===== src/rtl/core/xorshift128plus_random_unit_top_defines.svh =====
// Assertion macros shared by the random unit RTL.
`ifndef XORSHIFT128PLUS_RANDOM_UNIT_TOP_DEFINES_SVH
`define XORSHIFT128PLUS_RANDOM_UNIT_TOP_DEFINES_SVH
`ifndef SYNTHESIS
`define XRU_ASSERT_IMP(lbl, clk, rst, ante, cons) \
   lbl: assert property (@(posedge clk) disable iff (rst) (ante) |-> (cons)) \
      else $error("xru assertion failed");
`define XRU_ASSERT_NEXT(lbl, clk, rst, ante, cons) \
   lbl: assert property (@(posedge clk) disable iff (rst) (ante) |=> (cons)) \
      else $error("xru assertion failed");
`else
`define XRU_ASSERT_IMP(lbl, clk, rst, ante, cons)
`define XRU_ASSERT_NEXT(lbl, clk, rst, ante, cons)
`endif
`endif


===== src/rtl/core/xru_pkg.sv =====
// Shared widths, opcodes, constants and types of the random unit.
package xru_pkg;

   localparam int WORD_W      = 64;
   localparam int HALF_W      = 32;
   localparam int OPCODE_W    = 4;
   localparam int PROB_W      = 54;
   localparam int MUL_DIGIT_W = 4;

   localparam logic [OPCODE_W-1:0] OP_RAW       = 4'd0;
   localparam logic [OPCODE_W-1:0] OP_RANGE_U32 = 4'd1;
   localparam logic [OPCODE_W-1:0] OP_RANGE_U64 = 4'd2;
   localparam logic [OPCODE_W-1:0] OP_RANGE_I32 = 4'd3;
   localparam logic [OPCODE_W-1:0] OP_RANGE_I64 = 4'd4;
   localparam logic [OPCODE_W-1:0] OP_FRACTION  = 4'd5;
   localparam logic [OPCODE_W-1:0] OP_CHANCE    = 4'd6;
   localparam logic [OPCODE_W-1:0] OP_IDENT     = 4'd7;
   localparam logic [OPCODE_W-1:0] OP_BIT       = 4'd8;

   localparam logic [WORD_W-1:0] SEED_RESET     = 64'd1;
   localparam logic [WORD_W-1:0] GOLDEN_GAMMA   = 64'h9e37_79b9_7f4a_7c15;
   localparam logic [WORD_W-1:0] GOLDEN_GAMMA_2 = 64'h3c6e_f372_fe94_f82a;
   localparam logic [WORD_W-1:0] MIX_MUL_1      = 64'hbf58_476d_1ce4_e5b9;
   localparam logic [WORD_W-1:0] MIX_MUL_2      = 64'h94d0_49bb_1331_11eb;

   localparam int MIX_SHR_1 = 30;
   localparam int MIX_SHR_2 = 27;
   localparam int MIX_SHR_3 = 31;
   localparam int XS_SHL    = 23;
   localparam int XS_SHR_1  = 17;
   localparam int XS_SHR_2  = 26;
   localparam int FRAC_SHR  = 11;

   typedef struct packed {
      logic step;
      logic load_a;
      logic load_b;
   } gen_ctrl_type;

endpackage


===== src/rtl/core/xru_req_if.sv =====
// Request channel carrying one opcode with its operands per beat.
interface xru_req_if;
   logic                           valid;
   logic                           ready;
   logic [xru_pkg::OPCODE_W-1:0]   opcode;
   logic [xru_pkg::WORD_W-1:0]     low_bound;
   logic [xru_pkg::WORD_W-1:0]     high_bound;
   logic [xru_pkg::PROB_W-1:0]     probability;

   modport source (output valid, output opcode, output low_bound, output high_bound,
                   output probability, input ready);
   modport sink (input valid, input opcode, input low_bound, input high_bound,
                 input probability, output ready);
endinterface


===== src/rtl/core/xru_rsp_if.sv =====
// Response channel carrying one 64-bit result per beat.
interface xru_rsp_if;
   logic                       valid;
   logic                       ready;
   logic [xru_pkg::WORD_W-1:0] value;

   modport source (output valid, output value, input ready);
   modport sink (input valid, input value, output ready);
endinterface


===== src/rtl/core/xru_csr_if.sv =====
// Seed register write channel.
interface xru_csr_if;
   logic                       valid;
   logic                       ready;
   logic [xru_pkg::WORD_W-1:0] seed;

   modport source (output valid, output seed, input ready);
   modport sink (input valid, input seed, output ready);
endinterface


===== src/rtl/core/xru_mixer.sv =====
// Splitmix64 finalizer with a digit-serial constant multiplier.
module xru_mixer #(
   parameter int MUL_DIGIT_W = xru_pkg::MUL_DIGIT_W
) (
   input  logic                       clock,
   input  logic                       reset,
   input  logic                       start,
   input  logic [xru_pkg::WORD_W-1:0] mix_in,
   output logic                       done,
   output logic [xru_pkg::WORD_W-1:0] mix_out
);

   localparam int W     = xru_pkg::WORD_W;
   localparam int STEPS = W / MUL_DIGIT_W;
   localparam int CNT_W = (STEPS > 1) ? $clog2(STEPS) : 1;

   localparam logic [2:0] M_IDLE = 3'd0;
   localparam logic [2:0] M_MUL1 = 3'd1;
   localparam logic [2:0] M_XS   = 3'd2;
   localparam logic [2:0] M_MUL2 = 3'd3;
   localparam logic [2:0] M_FIN  = 3'd4;

   logic [2:0]                 state_ff, state_in;
   logic                       done_ff, done_in;
   logic [CNT_W-1:0]           cnt_ff, cnt_in;
   logic [W-1:0]               mcand_ff, mcand_in;
   logic [W-1:0]               k_ff, k_in;
   logic [W-1:0]               acc_ff, acc_in;
   logic [W-1:0]               res_ff, res_in;
   logic [W+MUL_DIGIT_W-1:0]   partial;

   always_comb begin
      partial  = mcand_ff * k_ff[MUL_DIGIT_W-1:0];
      state_in = state_ff;
      done_in  = 1'b0;
      cnt_in   = cnt_ff;
      mcand_in = mcand_ff;
      k_in     = k_ff;
      acc_in   = acc_ff;
      res_in   = res_ff;
      case (state_ff)
         M_IDLE: begin
            if (start) begin
               mcand_in = mix_in ^ (mix_in >> xru_pkg::MIX_SHR_1);
               k_in     = xru_pkg::MIX_MUL_1;
               acc_in   = '0;
               cnt_in   = '0;
               state_in = M_MUL1;
            end
         end
         M_MUL1, M_MUL2: begin
            acc_in   = acc_ff + partial[W-1:0];
            mcand_in = mcand_ff << MUL_DIGIT_W;
            k_in     = k_ff >> MUL_DIGIT_W;
            cnt_in   = cnt_ff + 1'b1;
            if (cnt_ff == CNT_W'(STEPS - 1)) begin
               state_in = (state_ff == M_MUL1) ? M_XS : M_FIN;
            end
         end
         M_XS: begin
            mcand_in = acc_ff ^ (acc_ff >> xru_pkg::MIX_SHR_2);
            k_in     = xru_pkg::MIX_MUL_2;
            acc_in   = '0;
            cnt_in   = '0;
            state_in = M_MUL2;
         end
         M_FIN: begin
            res_in   = acc_ff ^ (acc_ff >> xru_pkg::MIX_SHR_3);
            done_in  = 1'b1;
            state_in = M_IDLE;
         end
         default: begin
            state_in = M_IDLE;
         end
      endcase
   end

   always_ff @(posedge clock) begin
      if (reset) begin
         state_ff <= M_IDLE;
         done_ff  <= 1'b0;
         cnt_ff   <= '0;
      end else begin
         state_ff <= state_in;
         done_ff  <= done_in;
         cnt_ff   <= cnt_in;
      end
   end

   always_ff @(posedge clock) begin
      mcand_ff <= mcand_in;
      k_ff     <= k_in;
      acc_ff   <= acc_in;
      res_ff   <= res_in;
   end

   assign done    = done_ff;
   assign mix_out = res_ff;

endmodule


===== src/rtl/core/xru_divider.sv =====
// Bit-serial restoring divider that yields the remainder of a 64-bit division.
module xru_divider (
   input  logic                       clock,
   input  logic                       reset,
   input  logic                       start,
   input  logic [xru_pkg::WORD_W-1:0] dividend,
   input  logic [xru_pkg::WORD_W-1:0] divisor,
   output logic                       done,
   output logic [xru_pkg::WORD_W-1:0] remainder
);

   localparam int W     = xru_pkg::WORD_W;
   localparam int CNT_W = $clog2(W);

   logic             busy_ff, busy_in;
   logic             done_ff, done_in;
   logic [CNT_W-1:0] cnt_ff, cnt_in;
   logic [W-1:0]     dvd_ff, dvd_in;
   logic [W-1:0]     dsr_ff, dsr_in;
   logic [W-1:0]     rem_ff, rem_in;
   logic [W:0]       trial;
   logic [W:0]       diff;

   always_comb begin
      trial   = {rem_ff, dvd_ff[W-1]};
      diff    = trial - {1'b0, dsr_ff};
      busy_in = busy_ff;
      done_in = 1'b0;
      cnt_in  = cnt_ff;
      dvd_in  = dvd_ff;
      dsr_in  = dsr_ff;
      rem_in  = rem_ff;
      if (start) begin
         busy_in = 1'b1;
         cnt_in  = '0;
         dvd_in  = dividend;
         dsr_in  = divisor;
         rem_in  = '0;
      end else if (busy_ff) begin
         dvd_in = dvd_ff << 1;
         rem_in = diff[W] ? trial[W-1:0] : diff[W-1:0];
         cnt_in = cnt_ff + 1'b1;
         if (cnt_ff == CNT_W'(W - 1)) begin
            busy_in = 1'b0;
            done_in = 1'b1;
         end
      end
   end

   always_ff @(posedge clock) begin
      if (reset) begin
         busy_ff <= 1'b0;
         done_ff <= 1'b0;
         cnt_ff  <= '0;
      end else begin
         busy_ff <= busy_in;
         done_ff <= done_in;
         cnt_ff  <= cnt_in;
      end
   end

   always_ff @(posedge clock) begin
      dvd_ff <= dvd_in;
      dsr_ff <= dsr_in;
      rem_ff <= rem_in;
   end

   assign done      = done_ff;
   assign remainder = rem_ff;

endmodule


===== src/rtl/core/xru_gen.sv =====
// Xorshift128+ state words and the registered draw.
module xru_gen (
   input  logic                       clock,
   input  xru_pkg::gen_ctrl_type      ctrl,
   input  logic [xru_pkg::WORD_W-1:0] load_value,
   output logic [xru_pkg::WORD_W-1:0] draw_value
);

   localparam int W = xru_pkg::WORD_W;

   logic [W-1:0] state_a_ff, state_a_in;
   logic [W-1:0] state_b_ff, state_b_in;
   logic [W-1:0] draw_ff, draw_in;
   logic [W-1:0] t1;
   logic [W-1:0] t2;
   logic [W-1:0] t3;

   always_comb begin
      t1         = state_a_ff ^ (state_a_ff << xru_pkg::XS_SHL);
      t2         = t1 ^ (t1 >> xru_pkg::XS_SHR_1);
      t3         = t2 ^ state_b_ff ^ (state_b_ff >> xru_pkg::XS_SHR_2);
      state_a_in = state_a_ff;
      state_b_in = state_b_ff;
      draw_in    = draw_ff;
      if (ctrl.step) begin
         state_a_in = state_b_ff;
         state_b_in = t3;
         draw_in    = t3 + state_b_ff;
      end
      if (ctrl.load_a) begin
         state_a_in = load_value;
      end
      if (ctrl.load_b) begin
         state_b_in = load_value;
      end
   end

   always_ff @(posedge clock) begin
      state_a_ff <= state_a_in;
      state_b_ff <= state_b_in;
      draw_ff    <= draw_in;
   end

   assign draw_value = draw_ff;

endmodule


===== src/rtl/core/xorshift128plus_random_unit_top.sv =====
// Top level of the xorshift128+ random unit with splitmix64 seeding.
// Requests arrive on req_if, one opcode and its operands per beat, and each
// request returns exactly one beat on rsp_if. The seed register is written on
// csr_if; a write reloads both generator words, as does reset with seed 1.
// Seeding runs two splitmix64 finalizers on a digit-serial multiplier, and
// no request is taken until it finishes. One request is worked on at a time.
// Raw, fraction, bit and drawing chance requests are decoded, step the
// generator once and load the response; empty ranges, chances that need no
// draw and unused opcodes go from decode straight to the response, and the
// identifier steps the generator twice. Nonempty range requests also wait on
// the bit-serial remainder unit that resolves one quotient bit per cycle over
// all 64 bits. The next request can be taken in the cycle after a response is
// loaded, unless a seed write is pending.
// The response sits in an output register, so a new request is taken while
// an earlier response still waits; a finished result then waits until that
// register is free. Stalling the receiver never drops or repeats a result.
`include "xorshift128plus_random_unit_top_defines.svh"
module xorshift128plus_random_unit_top #(
   parameter int MUL_DIGIT_W = xru_pkg::MUL_DIGIT_W
) (
   input  logic       clock,
   input  logic       reset,
   xru_csr_if.sink    csr_if,
   xru_req_if.sink    req_if,
   xru_rsp_if.source  rsp_if
);

   localparam int W  = xru_pkg::WORD_W;
   localparam int HW = xru_pkg::HALF_W;

   localparam logic [3:0] S_MIX_A_GO   = 4'd0;
   localparam logic [3:0] S_MIX_A_WAIT = 4'd1;
   localparam logic [3:0] S_MIX_B_GO   = 4'd2;
   localparam logic [3:0] S_MIX_B_WAIT = 4'd3;
   localparam logic [3:0] S_IDLE       = 4'd4;
   localparam logic [3:0] S_DECODE     = 4'd5;
   localparam logic [3:0] S_DRAW       = 4'd6;
   localparam logic [3:0] S_USE        = 4'd7;
   localparam logic [3:0] S_DIV        = 4'd8;
   localparam logic [3:0] S_EMIT       = 4'd9;

   function automatic logic [W-1:0] fit_range(input logic [W-1:0] v, input logic narrow,
                                              input logic sgn);
      logic [W-1:0] r;
      if (!narrow) begin
         r = v;
      end else if (sgn) begin
         r = {{(W-HW){v[HW-1]}}, v[HW-1:0]};
      end else begin
         r = {{(W-HW){1'b0}}, v[HW-1:0]};
      end
      return r;
   endfunction

   logic [3:0]                   state_ff, state_in;
   logic [W-1:0]                 seed_ff, seed_in;
   logic                         rsp_valid_ff, rsp_valid_in;
   logic [W-1:0]                 rsp_value_ff, rsp_value_in;
   logic                         second_ff, second_in;
   logic [xru_pkg::OPCODE_W-1:0] op_ff, op_in;
   logic [W-1:0]                 lo_ff, lo_in;
   logic [W-1:0]                 hi_ff, hi_in;
   logic [xru_pkg::PROB_W-1:0]   prob_ff, prob_in;
   logic [W-1:0]                 res_ff, res_in;
   logic [W-1:0]                 divisor_ff, divisor_in;
   logic                         narrow_ff, narrow_in;
   logic                         sign_ff, sign_in;
   logic [W-1:0]                 first_ff, first_in;

   logic                         req_take;
   logic                         csr_take;
   logic                         mix_waiting;
   logic                         narrow;
   logic                         sgn;
   logic [W-1:0]                 a_ext;
   logic [W-1:0]                 b_ext;
   logic [W-1:0]                 bias;
   logic                         empty;
   logic [W-1:0]                 span;
   logic [W-1:0]                 lo_fit;
   logic [xru_pkg::PROB_W-1:0]   frac;

   logic                         mix_start;
   logic [W-1:0]                 mix_in;
   logic                         mix_done;
   logic [W-1:0]                 mix_out;
   logic                         div_start;
   logic [W-1:0]                 div_dividend;
   logic                         div_done;
   logic [W-1:0]                 div_rem;
   xru_pkg::gen_ctrl_type        gen_ctrl;
   logic [W-1:0]                 draw_value;

   assign csr_if.ready = (state_ff == S_IDLE);
   assign req_if.ready = (state_ff == S_IDLE) && !csr_if.valid;
   assign csr_take     = csr_if.valid && csr_if.ready;
   assign req_take     = req_if.valid && req_if.ready;
   assign mix_waiting  = (state_ff == S_MIX_A_WAIT) || (state_ff == S_MIX_B_WAIT);
   assign rsp_if.valid = rsp_valid_ff;
   assign rsp_if.value = rsp_value_ff;

   always_comb begin
      narrow = (op_ff inside {xru_pkg::OP_RANGE_U32, xru_pkg::OP_RANGE_I32});
      sgn    = (op_ff inside {xru_pkg::OP_RANGE_I32, xru_pkg::OP_RANGE_I64});
      a_ext  = narrow ? {{(W-HW){1'b0}}, lo_ff[HW-1:0]} : lo_ff;
      b_ext  = narrow ? {{(W-HW){1'b0}}, hi_ff[HW-1:0]} : hi_ff;
      bias   = '0;
      if (sgn) begin
         if (narrow) begin
            bias[HW-1] = 1'b1;
         end else begin
            bias[W-1] = 1'b1;
         end
      end
      empty  = (a_ext ^ bias) >= (b_ext ^ bias);
      span   = b_ext - a_ext;
      lo_fit = fit_range(lo_ff, narrow, sgn);
      frac   = xru_pkg::PROB_W'(draw_value >> xru_pkg::FRAC_SHR);
   end

   always_comb begin
      state_in        = state_ff;
      seed_in         = seed_ff;
      rsp_valid_in    = rsp_valid_ff && !rsp_if.ready;
      rsp_value_in    = rsp_value_ff;
      second_in       = second_ff;
      op_in           = op_ff;
      lo_in           = lo_ff;
      hi_in           = hi_ff;
      prob_in         = prob_ff;
      res_in          = res_ff;
      divisor_in      = divisor_ff;
      narrow_in       = narrow_ff;
      sign_in         = sign_ff;
      first_in        = first_ff;
      mix_start       = 1'b0;
      mix_in          = seed_ff + xru_pkg::GOLDEN_GAMMA;
      div_start       = 1'b0;
      div_dividend    = narrow_ff ? {{(W-HW){1'b0}}, draw_value[HW-1:0]} : draw_value;
      gen_ctrl.step   = 1'b0;
      gen_ctrl.load_a = 1'b0;
      gen_ctrl.load_b = 1'b0;
      case (state_ff)
         S_MIX_A_GO: begin
            mix_start = 1'b1;
            state_in  = S_MIX_A_WAIT;
         end
         S_MIX_A_WAIT: begin
            if (mix_done) begin
               gen_ctrl.load_a = 1'b1;
               state_in        = S_MIX_B_GO;
            end
         end
         S_MIX_B_GO: begin
            mix_start = 1'b1;
            mix_in    = seed_ff + xru_pkg::GOLDEN_GAMMA_2;
            state_in  = S_MIX_B_WAIT;
         end
         S_MIX_B_WAIT: begin
            if (mix_done) begin
               gen_ctrl.load_b = 1'b1;
               state_in        = S_IDLE;
            end
         end
         S_IDLE: begin
            if (csr_take) begin
               seed_in  = csr_if.seed;
               state_in = S_MIX_A_GO;
            end else if (req_take) begin
               op_in    = req_if.opcode;
               lo_in    = req_if.low_bound;
               hi_in    = req_if.high_bound;
               prob_in  = req_if.probability;
               state_in = S_DECODE;
            end
         end
         S_DECODE: begin
            second_in  = 1'b0;
            narrow_in  = narrow;
            sign_in    = sgn;
            divisor_in = narrow ? {{(W-HW){1'b0}}, span[HW-1:0]} : span;
            case (op_ff)
               xru_pkg::OP_RAW, xru_pkg::OP_FRACTION, xru_pkg::OP_IDENT,
               xru_pkg::OP_BIT: begin
                  state_in = S_DRAW;
               end
               xru_pkg::OP_RANGE_U32, xru_pkg::OP_RANGE_U64, xru_pkg::OP_RANGE_I32,
               xru_pkg::OP_RANGE_I64: begin
                  if (empty) begin
                     res_in   = lo_fit;
                     state_in = S_EMIT;
                  end else begin
                     state_in = S_DRAW;
                  end
               end
               xru_pkg::OP_CHANCE: begin
                  if (prob_ff == '0) begin
                     res_in   = '0;
                     state_in = S_EMIT;
                  end else if (prob_ff[xru_pkg::PROB_W-1]) begin
                     res_in   = W'(1);
                     state_in = S_EMIT;
                  end else begin
                     state_in = S_DRAW;
                  end
               end
               default: begin
                  res_in   = '0;
                  state_in = S_EMIT;
               end
            endcase
         end
         S_DRAW: begin
            gen_ctrl.step = 1'b1;
            state_in      = S_USE;
         end
         S_USE: begin
            state_in = S_EMIT;
            case (op_ff)
               xru_pkg::OP_RAW: begin
                  res_in = draw_value;
               end
               xru_pkg::OP_FRACTION: begin
                  res_in = draw_value >> xru_pkg::FRAC_SHR;
               end
               xru_pkg::OP_BIT: begin
                  res_in = {{(W-1){1'b0}}, draw_value[0]};
               end
               xru_pkg::OP_CHANCE: begin
                  res_in = {{(W-1){1'b0}}, (frac < prob_ff)};
               end
               xru_pkg::OP_IDENT: begin
                  if (!second_ff) begin
                     first_in  = draw_value;
                     second_in = 1'b1;
                     state_in  = S_DRAW;
                  end else begin
                     res_in = {first_ff[HW-1:0], draw_value[W-1:HW]};
                  end
               end
               xru_pkg::OP_RANGE_U32, xru_pkg::OP_RANGE_U64, xru_pkg::OP_RANGE_I32,
               xru_pkg::OP_RANGE_I64: begin
                  div_start = 1'b1;
                  state_in  = S_DIV;
               end
               default: begin
                  res_in = '0;
               end
            endcase
         end
         S_DIV: begin
            if (div_done) begin
               res_in   = fit_range(a_ext + div_rem, narrow_ff, sign_ff);
               state_in = S_EMIT;
            end
         end
         S_EMIT: begin
            if (!rsp_valid_ff || rsp_if.ready) begin
               rsp_valid_in = 1'b1;
               rsp_value_in = res_ff;
               state_in     = S_IDLE;
            end
         end
         default: begin
            state_in = S_IDLE;
         end
      endcase
   end

   always_ff @(posedge clock) begin
      if (reset) begin
         state_ff     <= S_MIX_A_GO;
         seed_ff      <= xru_pkg::SEED_RESET;
         rsp_valid_ff <= 1'b0;
         second_ff    <= 1'b0;
      end else begin
         state_ff     <= state_in;
         seed_ff      <= seed_in;
         rsp_valid_ff <= rsp_valid_in;
         second_ff    <= second_in;
      end
   end

   always_ff @(posedge clock) begin
      rsp_value_ff <= rsp_value_in;
      op_ff        <= op_in;
      lo_ff        <= lo_in;
      hi_ff        <= hi_in;
      prob_ff      <= prob_in;
      res_ff       <= res_in;
      divisor_ff   <= divisor_in;
      narrow_ff    <= narrow_in;
      sign_ff      <= sign_in;
      first_ff     <= first_in;
   end

   xru_mixer #(
      .MUL_DIGIT_W (MUL_DIGIT_W)
   ) u_mixer (
      .clock   (clock),
      .reset   (reset),
      .start   (mix_start),
      .mix_in  (mix_in),
      .done    (mix_done),
      .mix_out (mix_out)
   );

   xru_divider u_divider (
      .clock     (clock),
      .reset     (reset),
      .start     (div_start),
      .dividend  (div_dividend),
      .divisor   (divisor_ff),
      .done      (div_done),
      .remainder (div_rem)
   );

   xru_gen u_gen (
      .clock      (clock),
      .ctrl       (gen_ctrl),
      .load_value (mix_out),
      .draw_value (draw_value)
   );

   `XRU_ASSERT_IMP(a_req_not_with_csr, clock, reset, req_take, !csr_take)
   `XRU_ASSERT_NEXT(a_req_goes_decode, clock, reset, req_take, state_ff == S_DECODE)
   `XRU_ASSERT_IMP(a_mix_done_when_seeding, clock, reset, mix_done, mix_waiting)
   `XRU_ASSERT_IMP(a_div_done_when_dividing, clock, reset, div_done, state_ff == S_DIV)
   `XRU_ASSERT_NEXT(a_emit_loads_output, clock, reset, (state_ff == S_EMIT) && (!rsp_valid_ff || rsp_if.ready), rsp_valid_ff)

endmodule

===== src/flat_wrapper.sv =====
// flat-port wrapper written by rule: the top's interface ports become plain ports
module xorshift128plus_random_unit_top_flat 
#(
   parameter int MUL_DIGIT_W = xru_pkg::MUL_DIGIT_W
)
  (clock, reset, csr_if_valid, csr_if_seed, csr_if_ready, req_if_valid, req_if_opcode, req_if_low_bound, req_if_high_bound, req_if_probability, req_if_ready, rsp_if_valid, rsp_if_value, rsp_if_ready);
  xru_csr_if csr_if_i ();
  xru_req_if req_if_i ();
  xru_rsp_if rsp_if_i ();
  input  logic clock;
  input  logic reset;
  input wire logic [$bits(csr_if_i.valid)-1:0] csr_if_valid;
  input wire logic [$bits(csr_if_i.seed)-1:0] csr_if_seed;
  output wire logic [$bits(csr_if_i.ready)-1:0] csr_if_ready;
  input wire logic [$bits(req_if_i.valid)-1:0] req_if_valid;
  input wire logic [$bits(req_if_i.opcode)-1:0] req_if_opcode;
  input wire logic [$bits(req_if_i.low_bound)-1:0] req_if_low_bound;
  input wire logic [$bits(req_if_i.high_bound)-1:0] req_if_high_bound;
  input wire logic [$bits(req_if_i.probability)-1:0] req_if_probability;
  output wire logic [$bits(req_if_i.ready)-1:0] req_if_ready;
  output wire logic [$bits(rsp_if_i.valid)-1:0] rsp_if_valid;
  output wire logic [$bits(rsp_if_i.value)-1:0] rsp_if_value;
  input wire logic [$bits(rsp_if_i.ready)-1:0] rsp_if_ready;
  assign csr_if_i.valid = csr_if_valid;
  assign csr_if_i.seed = csr_if_seed;
  assign csr_if_ready = csr_if_i.ready;
  assign req_if_i.valid = req_if_valid;
  assign req_if_i.opcode = req_if_opcode;
  assign req_if_i.low_bound = req_if_low_bound;
  assign req_if_i.high_bound = req_if_high_bound;
  assign req_if_i.probability = req_if_probability;
  assign req_if_ready = req_if_i.ready;
  assign rsp_if_valid = rsp_if_i.valid;
  assign rsp_if_value = rsp_if_i.value;
  assign rsp_if_i.ready = rsp_if_ready;
  xorshift128plus_random_unit_top #(.MUL_DIGIT_W(MUL_DIGIT_W)) u_core (.clock(clock), .reset(reset), .csr_if(csr_if_i), .req_if(req_if_i), .rsp_if(rsp_if_i));
endmodule

===== config.mk =====
export PLATFORM = sky130hd
export DESIGN_NAME = xorshift128plus_random_unit_top_flat
export DESIGN_NICKNAME = d
export VERILOG_FILES = /design/src/rtl/core/xru_pkg.sv /design/src/rtl/core/xru_req_if.sv /design/src/rtl/core/xru_rsp_if.sv /design/src/rtl/core/xru_csr_if.sv /design/src/rtl/core/xru_mixer.sv /design/src/rtl/core/xru_divider.sv /design/src/rtl/core/xru_gen.sv /design/src/rtl/core/xorshift128plus_random_unit_top.sv /design/src/flat_wrapper.sv
export VERILOG_INCLUDE_DIRS = /design/src /design/src/rtl/core
export SDC_FILE = /design/constraint.sdc
export NUM_CORES = 2
export LEC_CHECK = 0
export ABC_AREA = 1
export BUFFER_PORTS_ARGS = -buffer_cell sky130_fd_sc_hd__buf_4
export CORE_AREA = 2 2 372 374
export CTS_CLUSTER_SIZE = 8
export DETAILED_ROUTE_END_ITERATION = 7
export DIE_AREA = 0 0 374 376
export GPL_TIMING_DRIVEN = 0
export HOLD_SLACK_MARGIN = 0.06
export PLACE_DENSITY = 0.75
export SYNTH_ARGS = -nofsm -noshare
export SYNTH_HDL_FRONTEND = slang
export SYNTH_SLANG_ARGS = --single-unit

===== constraint.sdc =====
create_clock -name clock -period 21.7 [get_ports clock]
set_clock_uncertainty 0.2 [all_clocks]
set_input_delay 1.085 -clock clock [delete_from_list [all_inputs] [get_ports clock]]
set_output_delay 1.085 -clock clock [all_outputs]
set_load 0.05 [all_outputs]

==> metrics.txt <==
fin util=66.8%; Crit path largest cell delay=0.83 ns; Cells after DPL=12400; DR vias=80900; # hold bufs at CTS=0; Non-Filler Instances=12600; Synth top cells by count=2220 x nand2_1, 1643 x inv_1, 1018 x nor2_1; worst hold path class=flop to flop; antenna viol nets, final=0; critical path startpoint category=flop; Via density=6.40; Layout area overhead=12.1%; initial drt markers=14000; Adder-Cell Fraction of Synth Area=11.3%; multiplexer share of the synthesized area=0.358%; # nets final=11600; Peak VDD IR=0.500 mV; Total Die Area=141000 um^2; share of layout cells above drive strength 1=6.80%; first-pass GRT wire length=505 mm; number of global-route vias before repair=76100; die height=376 um; Max-Cap Viols=0; Post-synth EDFFs=984; Post-synth ARST share=0%; drt pass-1 iters=8; DRC=23; crit-path cells=nand2_2, buf_2, clkinv_1, clkbuf_1, nor2_1, inv_1, ha_1, nand2_1, nor2_1, nand2_1, nor4_1, nand4_1, nor2_1, nand2_1, nand2_1, nand2_1, nand3_1, inv_1, nor4_2, buf_4, buf_4, buf_4, buf_4, buf_4; Filler cells=11100; xor and xnor area share after synthesis=4.64%; most frequent cell after synthesis=nand2_1; Synth top area share=36.3%; Setup crit end kind=flop; hpwl dp=279 mm; pwr/cell area=183 nW/um^2; number of buffers created by CTS=162; max frequency=0.129 GHz; htree depth=4; Slew HR=11.7%; Critical-path top delay cell=nor2_1; top cells by area, synth=edfxtp_1 36%, nand2_1 10%, inv_1 7.6%; final hold viol count=0; Post-Synth Simple-Gate Area=20.3%; WP data required=22.01 ns; CTS clk-pin slew, worst paths=0.05 ns; Syn. warnings=0; GPL Wtd Cong=1.12; Tmin final=7.77 ns; CTS sink cnt=1134; FF-to-FF setup slack=13.93 ns; crit path DAT=8.08 ns; Placeable Area=137000 um^2; largest family of logic cells by synthesized area=simple AND/OR/NAND/NOR gates; WS Path Type=flop to flop; Seq cells post-synth=1134; RSZ-0062 raised after global routing=no; Seq/Total Area, Yosys=40.0%; Least-Margin Pin Slew=1.32 ns; final-report setup violation count=0; setup TNS=0 ns; Root Driver=clkbuf_16; total power=16.7 mW; status=complete, but fails checks; WL per Instance=28.1 um; post-CTS sizing=0; Leak=40.8 nW; Initial Util=59.6%; Compound-Gate Fraction of Synth Area=14.6%; failing checks=DRC; Clock Latency Late Sink=0.85 ns; sequential cell area=32600 um^2; worst-path fanout max=10; Pins Over Slew Limit=0; Setup Buffers After CTS=0; IO Count=322; Distinct cells, synth=73; DRT Wirelength=356 mm; Total GRT Usage=49.5%; Clock Path Buffers=3; TritonCTS clock tree=built; post-synthesis cell count=10300; Post-Syn Area=81400 um^2; GRT Residual Overflow=0; input/output buffers=321; Synth Net Count=11100; fin crit share=35.8%; cell taking the most area after synthesis=edfxtp_1; footprint of the multi-input gates=41700 um^2; pin count of the biggest net entering global routing=114; Mapped Avg Cell Area=7.95 um^2; Top FF cell, synth=edfxtp_1; die width=374 um; cell row count=136; initial antenna violation count=25
[worst max-delay path: cells and delay by family, from the launching register on]
family        cells  cell delay [ns]
simple gates     13             3.17
buf+inv          10             3.04
flops             1             0.51
fa+ha+maj         1             0.53
[cell usage in the layout (no fill, tap or decap), types with 271 or more instances in the layout]
| master | instances |
|---|---|
| nand2_1 | 2218 |
| inv_1 | 1640 |
| nor2_1 | 1015 |
| edfxtp_1 | 984 |
| a21oi_1 | 846 |
| o21ai_0 | 673 |
| ha_1 | 435 |
| nand3_1 | 427 |
| buf_4 | 328 |
| xor2_1 | 271 |
[routing by layer]
| layer | track usage (%) | up-vias | share of wire, % |
|---|---|---|---|
| met5 | 0.172 | - | 0.080 |
| met4 | 41.7 | 30 | 11 |
| met3 | 16.5 | 1789 | 14 |
| met2 | 72.1 | 6932 | 41 |
| met1 | 59.2 | 37200 | 34 |
| li1 | - | 35000 | - |
[power breakdown]
group	switching [mW]	internal (mW)
clock network	1.03	1.40
logic	7.56	3.23
registers	0.529	2.99
[per-stage QoR]
step                      hold slack, ns  worst slack, ns  instance area (um^2)
final                              0.202            13.93                 91300
after global routing               0.209            13.81                 91300
after CTS                          0.199            14.28                 91300
after detailed placement           0.205            14.33                 86500
after global placement             0.201             7.23                 86100
after floorplan                    0.200            10.78                 81400
[logic make-up (layout without fill, tap and decap cells)]
kind of cell	after synthesis	after routing
compound gates	2109	2109
other cells	0	13
simple gates	4020	4020
xor+xnor	430	430
buf+inv	1910	2497
mux	26	26
fa+ha+maj	621	621
flops	1134	1134
[path summary, 6_finish.rpt]
check                           cells past startpoint                                    end                                 from
worst min-delay path                                0  u_core.u_divider.dsr_ff[60]$_DFFE_PP_  u_core.divisor_ff[60]$_SDFFCE_PP0P_
worst min register to register                      0  u_core.u_divider.dsr_ff[60]$_DFFE_PP_  u_core.divisor_ff[60]$_SDFFCE_PP0P_
worst max-delay path                               24             u_core.res_ff[9]$_DFFE_PP_            u_core.op_ff[0]$_DFFE_PP_
worst max register to register                     24             u_core.res_ff[9]$_DFFE_PP_            u_core.op_ff[0]$_DFFE_PP_
[cell type report]
| cell class | instances | area share (%) |
|---|---|---|
| Multi-Input combinational cell | 7206 | 45.7 |
| Sequential cell | 1134 | 35.7 |
| Inverter | 1673 | 6.89 |
| Clock buffer | 225 | 4.76 |
| Timing Repair Buffer | 342 | 3.05 |
| Tap cell | 1794 | 2.46 |
| Buffer | 237 | 1.06 |
| Clock inverter | 20 | 0.403 |
| Antenna cell | 13 | 0.0356 |
(Power assumes the default switching activity.)
